**src/assert_macros.svh**
```systemverilog
// Assertion helpers shared by the deframer modules.
`ifndef ASSERT_MACROS_SVH
`define ASSERT_MACROS_SVH

// Same-cycle implication, off while in reset.
`define SPDC_ASSERT_IMPL(lbl, ck, rn, ante, cons) \
    lbl: assert property (@(posedge ck) disable iff (!(rn)) (ante) |-> (cons)) \
        else $error("deframer assertion failed");

// Next-cycle implication, off while in reset.
`define SPDC_ASSERT_NEXT(lbl, ck, rn, ante, cons) \
    lbl: assert property (@(posedge ck) disable iff (!(rn)) (ante) |=> (cons)) \
        else $error("deframer assertion failed");

`endif

```
**src/spdc_pkg.sv**
```systemverilog
`default_nettype none

package spdc_pkg;

    localparam logic [7:0]  SYNC_BYTE     = 8'h55;
    localparam logic [16:0] MAX_PKT_RESET = 17'd64;

    typedef logic [2:0] kind_t;

    localparam kind_t KIND_PAYLOAD  = 3'd0;
    localparam kind_t KIND_GOOD     = 3'd1;
    localparam kind_t KIND_HDR_CRC  = 3'd2;
    localparam kind_t KIND_TOO_LONG = 3'd3;
    localparam kind_t KIND_DATA_CRC = 3'd4;

    typedef struct packed {
        logic        emit;
        kind_t       kind;
        logic [7:0]  payload_byte;
        logic [7:0]  packet_type;
        logic [15:0] data_length;
        logic [7:0]  optional_length;
    } result_t;

    // CRC-8, polynomial 0x07, one byte
    function automatic logic [7:0] crc8_step(input logic [7:0] crc, input logic [7:0] b);
        logic [7:0] c;
        c = crc ^ b;
        for (int i = 0; i < 8; i++)
        begin
            if (c[7])
            begin
                c = {c[6:0], 1'b0} ^ 8'h07;
            end
            else
            begin
                c = {c[6:0], 1'b0};
            end
        end
        return c;
    endfunction

endpackage

`default_nettype wire

```
**src/spdc_if.sv**
```systemverilog
`default_nettype none

interface spdc_in_if;
    logic       valid;
    logic       ready;
    logic [7:0] rx_byte;

    modport source (output valid, output rx_byte, input ready);
    modport sink (input valid, input rx_byte, output ready);
endinterface

interface spdc_out_if;
    logic        valid;
    logic        ready;
    logic [2:0]  kind;
    logic [7:0]  payload_byte;
    logic [7:0]  packet_type;
    logic [15:0] data_length;
    logic [7:0]  optional_length;

    modport source (output valid, output kind, output payload_byte, output packet_type,
                    output data_length, output optional_length, input ready);
    modport sink (input valid, input kind, input payload_byte, input packet_type,
                  input data_length, input optional_length, output ready);
endinterface

interface spdc_cfg_if;
    logic        valid;
    logic        ready;
    logic [16:0] data;

    modport source (output valid, output data, input ready);
    modport sink (input valid, input data, output ready);
endinterface

`default_nettype wire

```
**src/spdc_in_stage.sv**
```systemverilog
`default_nettype none
`include "assert_macros.svh"

module spdc_in_stage
    import spdc_pkg::*;
(
    input  wire logic  clk,
    input  wire logic  rst_n,
    spdc_in_if.sink    rx,
    input  wire logic  slot_free,
    output logic       advance,
    output logic [7:0] byte_data
);

    logic       in_valid_reg;
    logic [7:0] byte_reg;

    assign advance   = in_valid_reg && slot_free;
    assign rx.ready  = !in_valid_reg || advance;
    assign byte_data = byte_reg;

    always_ff @(posedge clk or negedge rst_n)
    begin
        if (!rst_n)
        begin
            in_valid_reg <= 1'b0;
        end
        else if (rx.ready)
        begin
            in_valid_reg <= rx.valid;
        end
    end

    always_ff @(posedge clk)
    begin
        if (rx.valid && rx.ready)
        begin
            byte_reg <= rx.rx_byte;
        end
    end

    `SPDC_ASSERT_NEXT(a_hold_on_stall, clk, rst_n, in_valid_reg && !slot_free, in_valid_reg)

endmodule

`default_nettype wire

```
**src/spdc_frame_fsm.sv**
```systemverilog
`default_nettype none
`include "assert_macros.svh"

module spdc_frame_fsm
    import spdc_pkg::*;
(
    input  wire logic        clk,
    input  wire logic        rst_n,
    input  wire logic        advance,
    input  wire logic [7:0]  byte_data,
    input  wire logic        cfg_valid,
    input  wire logic [16:0] cfg_data,
    output result_t          result
);

    localparam logic [1:0] PH_HUNT   = 2'd0;
    localparam logic [1:0] PH_HEADER = 2'd1;
    localparam logic [1:0] PH_DATA   = 2'd2;

    logic [1:0]  phase_reg, phase_next;
    logic [2:0]  hs_reg, hs_next;
    logic [7:0]  hdr_reg [4];
    logic [7:0]  hdr_next [4];
    logic [16:0] rem_reg, rem_next;
    logic [7:0]  crc_reg, crc_next;
    logic [16:0] max_reg;

    logic [7:0]  crc_step;
    logic [2:0]  hs_inc;
    logic [16:0] total;

    assign crc_step = crc8_step(crc_reg, byte_data);
    assign hs_inc   = hs_reg + 3'd1;
    assign total    = {1'b0, hdr_reg[0], hdr_reg[1]} + {9'd0, hdr_reg[2]} + 17'd1;

    always_comb
    begin
        phase_next = phase_reg;
        hs_next    = hs_reg;
        hdr_next   = hdr_reg;
        rem_next   = rem_reg;
        crc_next   = crc_reg;

        result.emit            = 1'b0;
        result.kind            = KIND_PAYLOAD;
        result.payload_byte    = 8'd0;
        result.packet_type     = hdr_reg[3];
        result.data_length     = {hdr_reg[0], hdr_reg[1]};
        result.optional_length = hdr_reg[2];

        unique case (phase_reg)
            PH_HEADER:
            begin
                if (hs_reg < 3'd4)
                begin
                    hdr_next[hs_reg[1:0]] = byte_data;
                end
                crc_next = crc_step;
                hs_next  = hs_inc;
                if (hs_inc >= 3'd5)
                begin
                    hs_next = 3'd0;
                    if (crc_step != 8'd0)
                    begin
                        phase_next  = PH_HUNT;
                        result.emit = 1'b1;
                        result.kind = KIND_HDR_CRC;
                    end
                    else if (total > max_reg)
                    begin
                        phase_next  = PH_HUNT;
                        result.emit = 1'b1;
                        result.kind = KIND_TOO_LONG;
                    end
                    else
                    begin
                        rem_next   = total;
                        crc_next   = 8'd0;
                        phase_next = PH_DATA;
                    end
                end
            end
            PH_DATA:
            begin
                crc_next    = crc_step;
                result.emit = 1'b1;
                if (rem_reg > 17'd1)
                begin
                    rem_next            = rem_reg - 17'd1;
                    result.kind         = KIND_PAYLOAD;
                    result.payload_byte = byte_data;
                end
                else
                begin
                    rem_next    = 17'd0;
                    phase_next  = PH_HUNT;
                    result.kind = (crc_step == 8'd0) ? KIND_GOOD : KIND_DATA_CRC;
                end
            end
            default:
            begin
                phase_next = PH_HUNT;
                if (byte_data == SYNC_BYTE)
                begin
                    phase_next = PH_HEADER;
                    hs_next    = 3'd0;
                    crc_next   = 8'd0;
                end
            end
        endcase
    end

    always_ff @(posedge clk or negedge rst_n)
    begin
        if (!rst_n)
        begin
            phase_reg <= PH_HUNT;
            hs_reg    <= 3'd0;
            hdr_reg   <= '{default: 8'd0};
            rem_reg   <= 17'd0;
            crc_reg   <= 8'd0;
        end
        else if (advance)
        begin
            phase_reg <= phase_next;
            hs_reg    <= hs_next;
            hdr_reg   <= hdr_next;
            rem_reg   <= rem_next;
            crc_reg   <= crc_next;
        end
    end

    always_ff @(posedge clk or negedge rst_n)
    begin
        if (!rst_n)
        begin
            max_reg <= MAX_PKT_RESET;
        end
        else if (cfg_valid)
        begin
            max_reg <= cfg_data;
        end
    end

    `SPDC_ASSERT_IMPL(a_hdr_count_range, clk, rst_n, 1'b1, hs_reg <= 3'd4)
    `SPDC_ASSERT_IMPL(a_data_count_live, clk, rst_n, phase_reg == PH_DATA, rem_reg != 17'd0)
    `SPDC_ASSERT_NEXT(a_verdict_ends_packet, clk, rst_n, advance && result.emit && result.kind != KIND_PAYLOAD, phase_reg == PH_HUNT)

endmodule

`default_nettype wire

```
**src/spdc_out_stage.sv**
```systemverilog
`default_nettype none
`include "assert_macros.svh"

module spdc_out_stage
    import spdc_pkg::*;
(
    input  wire logic    clk,
    input  wire logic    rst_n,
    input  wire logic    advance,
    input  wire result_t result,
    output logic         slot_free,
    spdc_out_if.source   res
);

    logic    valid_reg;
    result_t data_reg;

    assign slot_free           = !valid_reg || res.ready;
    assign res.valid           = valid_reg;
    assign res.kind            = data_reg.kind;
    assign res.payload_byte    = data_reg.payload_byte;
    assign res.packet_type     = data_reg.packet_type;
    assign res.data_length     = data_reg.data_length;
    assign res.optional_length = data_reg.optional_length;

    always_ff @(posedge clk or negedge rst_n)
    begin
        if (!rst_n)
        begin
            valid_reg <= 1'b0;
        end
        else if (slot_free)
        begin
            valid_reg <= advance && result.emit;
        end
    end

    always_ff @(posedge clk)
    begin
        if (advance && result.emit)
        begin
            data_reg <= result;
        end
    end

    `SPDC_ASSERT_NEXT(a_result_loaded, clk, rst_n, advance && result.emit, valid_reg && data_reg.kind == $past(result.kind))

endmodule

`default_nettype wire

```
**src/serial_packet_deframer_crc8_unit.sv**
```systemverilog
// Channel   Dir   Payload                                          Handshake
// rx        in    rx_byte[7:0]                                     valid/ready
// res       out   kind[2:0] payload_byte packet_type data_length   valid/ready
//                 optional_length
// cfg       in    data[16:0] -> max_packet_bytes                   valid/ready (ready = 1)
//
// One item per cycle while res does not stall: input register, one pass of frame logic, output register.
// res valid rises once an accepted byte has passed the input and output registers; items without a result vanish.
// The input register absorbs one item while a result waits on res.
// rst_n clears the frame state to hunting and max_packet_bytes to 64.
`default_nettype none

module serial_packet_deframer_crc8_unit
    import spdc_pkg::*;
(
    input  wire logic clk,
    input  wire logic rst_n,
    spdc_in_if.sink   rx,
    spdc_out_if.source res,
    spdc_cfg_if.sink  cfg
);

    logic       slot_free;
    logic       advance;
    logic [7:0] byte_data;
    result_t    result;

    assign cfg.ready = 1'b1;

    spdc_in_stage u_in_stage (
        .clk       (clk),
        .rst_n     (rst_n),
        .rx        (rx),
        .slot_free (slot_free),
        .advance   (advance),
        .byte_data (byte_data)
    );

    spdc_frame_fsm u_frame_fsm (
        .clk       (clk),
        .rst_n     (rst_n),
        .advance   (advance),
        .byte_data (byte_data),
        .cfg_valid (cfg.valid),
        .cfg_data  (cfg.data),
        .result    (result)
    );

    spdc_out_stage u_out_stage (
        .clk       (clk),
        .rst_n     (rst_n),
        .advance   (advance),
        .result    (result),
        .slot_free (slot_free),
        .res       (res)
    );

endmodule

`default_nettype wire
```
**src/flat_wrapper.sv**
```systemverilog
// flat-port wrapper written by rule: the top's interface ports become plain ports
module serial_packet_deframer_crc8_unit_flat import spdc_pkg::*;
  (clk, rst_n, rx_valid, rx_rx_byte, rx_ready, res_valid, res_kind, res_payload_byte, res_packet_type, res_data_length, res_optional_length, res_ready, cfg_valid, cfg_data, cfg_ready);
  spdc_in_if rx_i ();
  spdc_out_if res_i ();
  spdc_cfg_if cfg_i ();
  input  wire logic clk;
  input  wire logic rst_n;
  input wire logic [$bits(rx_i.valid)-1:0] rx_valid;
  input wire logic [$bits(rx_i.rx_byte)-1:0] rx_rx_byte;
  output wire logic [$bits(rx_i.ready)-1:0] rx_ready;
  output wire logic [$bits(res_i.valid)-1:0] res_valid;
  output wire logic [$bits(res_i.kind)-1:0] res_kind;
  output wire logic [$bits(res_i.payload_byte)-1:0] res_payload_byte;
  output wire logic [$bits(res_i.packet_type)-1:0] res_packet_type;
  output wire logic [$bits(res_i.data_length)-1:0] res_data_length;
  output wire logic [$bits(res_i.optional_length)-1:0] res_optional_length;
  input wire logic [$bits(res_i.ready)-1:0] res_ready;
  input wire logic [$bits(cfg_i.valid)-1:0] cfg_valid;
  input wire logic [$bits(cfg_i.data)-1:0] cfg_data;
  output wire logic [$bits(cfg_i.ready)-1:0] cfg_ready;
  assign rx_i.valid = rx_valid;
  assign rx_i.rx_byte = rx_rx_byte;
  assign rx_ready = rx_i.ready;
  assign res_valid = res_i.valid;
  assign res_kind = res_i.kind;
  assign res_payload_byte = res_i.payload_byte;
  assign res_packet_type = res_i.packet_type;
  assign res_data_length = res_i.data_length;
  assign res_optional_length = res_i.optional_length;
  assign res_i.ready = res_ready;
  assign cfg_i.valid = cfg_valid;
  assign cfg_i.data = cfg_data;
  assign cfg_ready = cfg_i.ready;
  serial_packet_deframer_crc8_unit u_core (.clk(clk), .rst_n(rst_n), .rx(rx_i), .res(res_i), .cfg(cfg_i));
endmodule
```
**config.mk**
```make
export PLATFORM = sky130hd
export DESIGN_NAME = serial_packet_deframer_crc8_unit_flat
export DESIGN_NICKNAME = d
export VERILOG_FILES = /design/src/spdc_pkg.sv /design/src/spdc_if.sv /design/src/spdc_in_stage.sv /design/src/spdc_frame_fsm.sv /design/src/spdc_out_stage.sv /design/src/serial_packet_deframer_crc8_unit.sv /design/src/flat_wrapper.sv
export VERILOG_INCLUDE_DIRS = /design/src /design/src/src
export SDC_FILE = /design/constraint.sdc
export NUM_CORES = 1
export LEC_CHECK = 0
export BUFFER_PORTS_ARGS = -buffer_cell sky130_fd_sc_hd__buf_2
export CAP_MARGIN = 5
export CORE_MARGIN = 10
export CORE_UTILIZATION = 50
export DETAILED_ROUTE_END_ITERATION = 8
export GPL_ROUTABILITY_DRIVEN = 0
export PLACE_DENSITY = 0.79
export SETUP_SLACK_MARGIN = 0.2
export SLEW_MARGIN = 10
export SYNTH_ARGS = -nofsm -noshare
export SYNTH_HDL_FRONTEND = slang
export SYNTH_SLANG_ARGS = --single-unit
```
**constraint.sdc**
```tcl
create_clock -name clk -period 7.4 [get_ports clk]
set_input_delay 0.37 -clock clk [delete_from_list [all_inputs] [get_ports clk]]
set_output_delay 0.37 -clock clk [all_outputs]
set_load 0.05 [all_outputs]
```
==> results by group <==
GRT
  – Initial antenna violation count: 0
  – Most used routing layer: met2
  – Wire length of the first global-routing pass: 24960 um
  – Largest net degree at the start of global routing: 82
  – GRT met3 Usage: 5.302%
  – GRT Overall Usage: between 10% and 20%
  – Gr ovfl total: 0
  – Vias in the first global route: a little under 5000
  – Met2 GRT Util: 29.68%
  – Met1 GRT Util: between 20% and 30%

Synth
  – Share of the synthesized area in the top cell type: approximately 31%
  – FF+latch count, synth: 132
  – Syn Std Cell Area: between 6000 and 7000 um2
  – Top_reg_cell synth: dfrtp_1
  – Sequential area share after synthesis: between 50% and 60%
  – Ys async rst share: between 60% and 70%
  – Number of synthesized flops with an enable pin: 51
  – Most frequent cell after synthesis: dfrtp_1
  – Mapped Avg Cell Area: 11.58 um2
  – Post-synthesis cell type count: 58
  – Mapped Nets: around 630
  – Post-synth top cells: dfrtp_1, nand2_1, edfxtp_1, o21ai_0, inv_1
  – Syn. warnings: 0
  – Syn Inst Count: 560
  – Synth area leaders: dfrtp_1, edfxtp_1, ha_1, mux2_2, o21ai_0
  – Cell taking the most area after synthesis: dfrtp_1

CTS
  – Clock latency on the worst-skew pair: about 0.42 ns
  – Cts hold-fix bufs: 0
  – Clk buf depth: 2
  – Clock root cell: clkbuf_16
  – Clk pin slew, worst setup/hold paths: ~0.060 ns
  – Cts bufs inserted: 17
  – H-Tree Depth: 4
  – Post-CTS Setup Repair Bufs: 0
  – CTS tree: yes
  – Sinks on the clock net: 132
  – Post-CTS resize count: 0

Critical path
  – Crit path required time: approximately 7.7 ns
  – Crit Path Category: flop to flop
  – WP data arrival: a little under 6 ns
  – Crit end category: flop
  – Nature of the critical path startpoint: flop
  – R2R cell count: 18
  – CP Max Fanout: 27

Cells and area
  – Fill cells: a little under 1000
  – Ratio of cells with drive above 1 in the final layout: 23.31%
  – Largest register FFs: 32
  – Area growth syn-to-layout: 18.39%
  – Final Cell Area: 7677 um2
  – Antenna cell count: 0
  – Layout Nets: around 700

Detailed routing
  – WL final: 15550 um
  – WL/cell: roughly 19 um
  – Pre-antenna DRT Iters: 8
  – Via count: about 4800
  – First DRT Iteration DRCs: just over 500
  – ANT nets after route: 0
  – DRC: 0
  – Vias/cell: between 5 and 6

Run
  – Max Cap Viol: 0

Pwr
  – Maximum VDD drop: approximately 0.00012 V
  – PwrDens: ~240 nW/um2
  – Leakage Power: ~0.0033 uW

Min path
  – HP Class: input pin to flop
  – Hold-critical path depth: 1

Floorplanning
  – I/O Pins: 76
  – Row count: 41
  – Core Footprint: 12670 um2
  – Initial core utilization: between 50 and 60%
  – Die Y: about 130 um
  – Die ar.: 17930 um2
  – Die X-Extent: about 130 um

Timing
  – Least-Margin Pin Slew: 1.104 ns
  – Peak Freq: 181.4 MHz
  – Final Hold Fails: 0
  – Setup repair after global routing missed its margin: false
  – Relative slew slack: about a quarter
  – Setup_tns: 0 ns
  – Clock Skew: roughly 0.013 ns
  – Setup violators final: 0
  – Fin crit share: about 75%
  – Post-route minimum period: approximately 5.5 ns
  – Pins over their slew limit: 0

Placed design
  – Placed Area: about 7000 um2
  – Port Buffers: 74
  – Hpwl dp: ~11000 um

Outcome
  – Status: finished clean
## layer usage
layer	up-vias	share of wire, %	wire length (um)
li1	2180	-	-
met3	43	7.2	1121
met2	202	50	7751
met5	-	0	0
met4	0	2.8	443
met1	2341	40	6237
## stage by stage
stage	hold slack (ns)	std cells	total power (uW)	utilization [%]	worst slack [ns]
finish	0.1225	824	1824	60.59	1.886
global route	0.1039	824	1883	60.59	1.674
CTS	0.1094	824	1831	60.59	2.018
detailed placement	0.4331	792	902.0	55.41	2.200
global placement	0.4276	792	896.2	55.41	2.407
floorplan	0.07441	560	862.3	-	0.7175
## worst max-delay path: stages (launching register included)
cell	delay [ns]
dfrtp_1	0.37
inv_1	0.06
ha_1	0.22
fa_1	0.41
nor2b_1	0.13
o21ai_0	0.13
a21boi_0	0.34
o31ai_1	0.18
a211oi_1	0.39
xor2_1	0.22
ha_1	0.32
nand3_1	0.09
nor2_1	0.12
nand2_1	0.08
nor4_1	0.93
o211ai_2	0.23
a21oi_4	0.60
o21ai_0	0.22
a221o_1	0.34
## power breakdown
| part | leakage, uW | internal (uW) | total (uW) | switching, uW |
|---|---|---|---|---|
| Clock | 0.000316 | 620 | 933 | 313 |
| Combinational | 0.00155 | 39.7 | 102 | 61.9 |
| Sequential | 0.00147 | 775 | 789 | 14.6 |
| Total | 0.00333 | 1430 | 1820 | 390 |
## logic make-up (layout without fill, tap and decap cells)
| kind of cell | Yosys count | in the layout | share of synthesized area [%] |
|---|---|---|---|
| mux | 34 | 34 | 5.904 |
| simple gates | 152 | 152 | 11.46 |
| flops | 132 | 132 | 54.89 |
| other cells | 1 | 1 | 0.05783 |
| xor+xnor | 32 | 32 | 4.573 |
| fa+ha+maj | 35 | 35 | 6.869 |
| compound gates | 119 | 119 | 12.93 |
| buf+inv | 55 | 147 | 3.318 |
## placed cells by master, fill, tap and decap left out, types with 6 or more instances in the layout
| cell | Yosys | routed |
|---|---|---|
| dfrtp_1 | 80 | 80 |
| buf_2 | 1 | 73 |
| nand2_1 | 55 | 55 |
| edfxtp_1 | 51 | 51 |
| o21ai_0 | 42 | 42 |
| inv_1 | 40 | 40 |
| mux2_2 | 34 | 34 |
| ha_1 | 34 | 34 |
| nor2_1 | 27 | 27 |
| xnor2_1 | 23 | 23 |
| clkbuf_16 | 0 | 17 |
| a22o_1 | 14 | 14 |
| and3_1 | 13 | 13 |
| nor3_1 | 14 | 13 |
| a21oi_1 | 10 | 10 |
| nand3_1 | 10 | 10 |
| xor2_1 | 8 | 8 |
| o2bb2ai_1 | 6 | 6 |
## worst paths after layout
path                                                           startpoint                                         endpoint  slack (ns)
worst max-delay path             u_core.u_frame_fsm.result[0]$_DFFE_PN0P_        u_core.u_frame_fsm.rem_reg[3]$_DFFE_PN0P_        1.89
max in group asynchronous                                           rst_n        u_core.u_frame_fsm.result[12]$_DFFE_PN0P_        6.61
worst min register to register  u_core.u_frame_fsm.result[29]$_DFFE_PN0P_  u_core.u_out_stage.res.packet_type[5]$_DFFE_PP_        0.44
min in group asynchronous                                           rst_n        u_core.u_frame_fsm.rem_reg[0]$_DFFE_PN0P_        0.14
worst max register to register   u_core.u_frame_fsm.result[0]$_DFFE_PN0P_        u_core.u_frame_fsm.rem_reg[3]$_DFFE_PN0P_        1.89
worst min-delay path                                        rx_rx_byte[2]         u_core.u_in_stage.byte_data[2]$_DFFE_PP_        0.12
## cell type report
class | instances | area, um2 | share of cell area, %
Sequential cell | 132 | 3560 | 46.37
Multi-Input combinational cell | 373 | 2715 | 35.37
Clock buffer | 22 | 464.2 | 6.046
Timing Repair Buffer | 75 | 380.4 | 4.954
Tap cell | 172 | 215.2 | 2.803
Clock inverter | 10 | 192.7 | 2.510
Inverter | 40 | 150.1 | 1.956
Power figures use the tool's default switching activity.
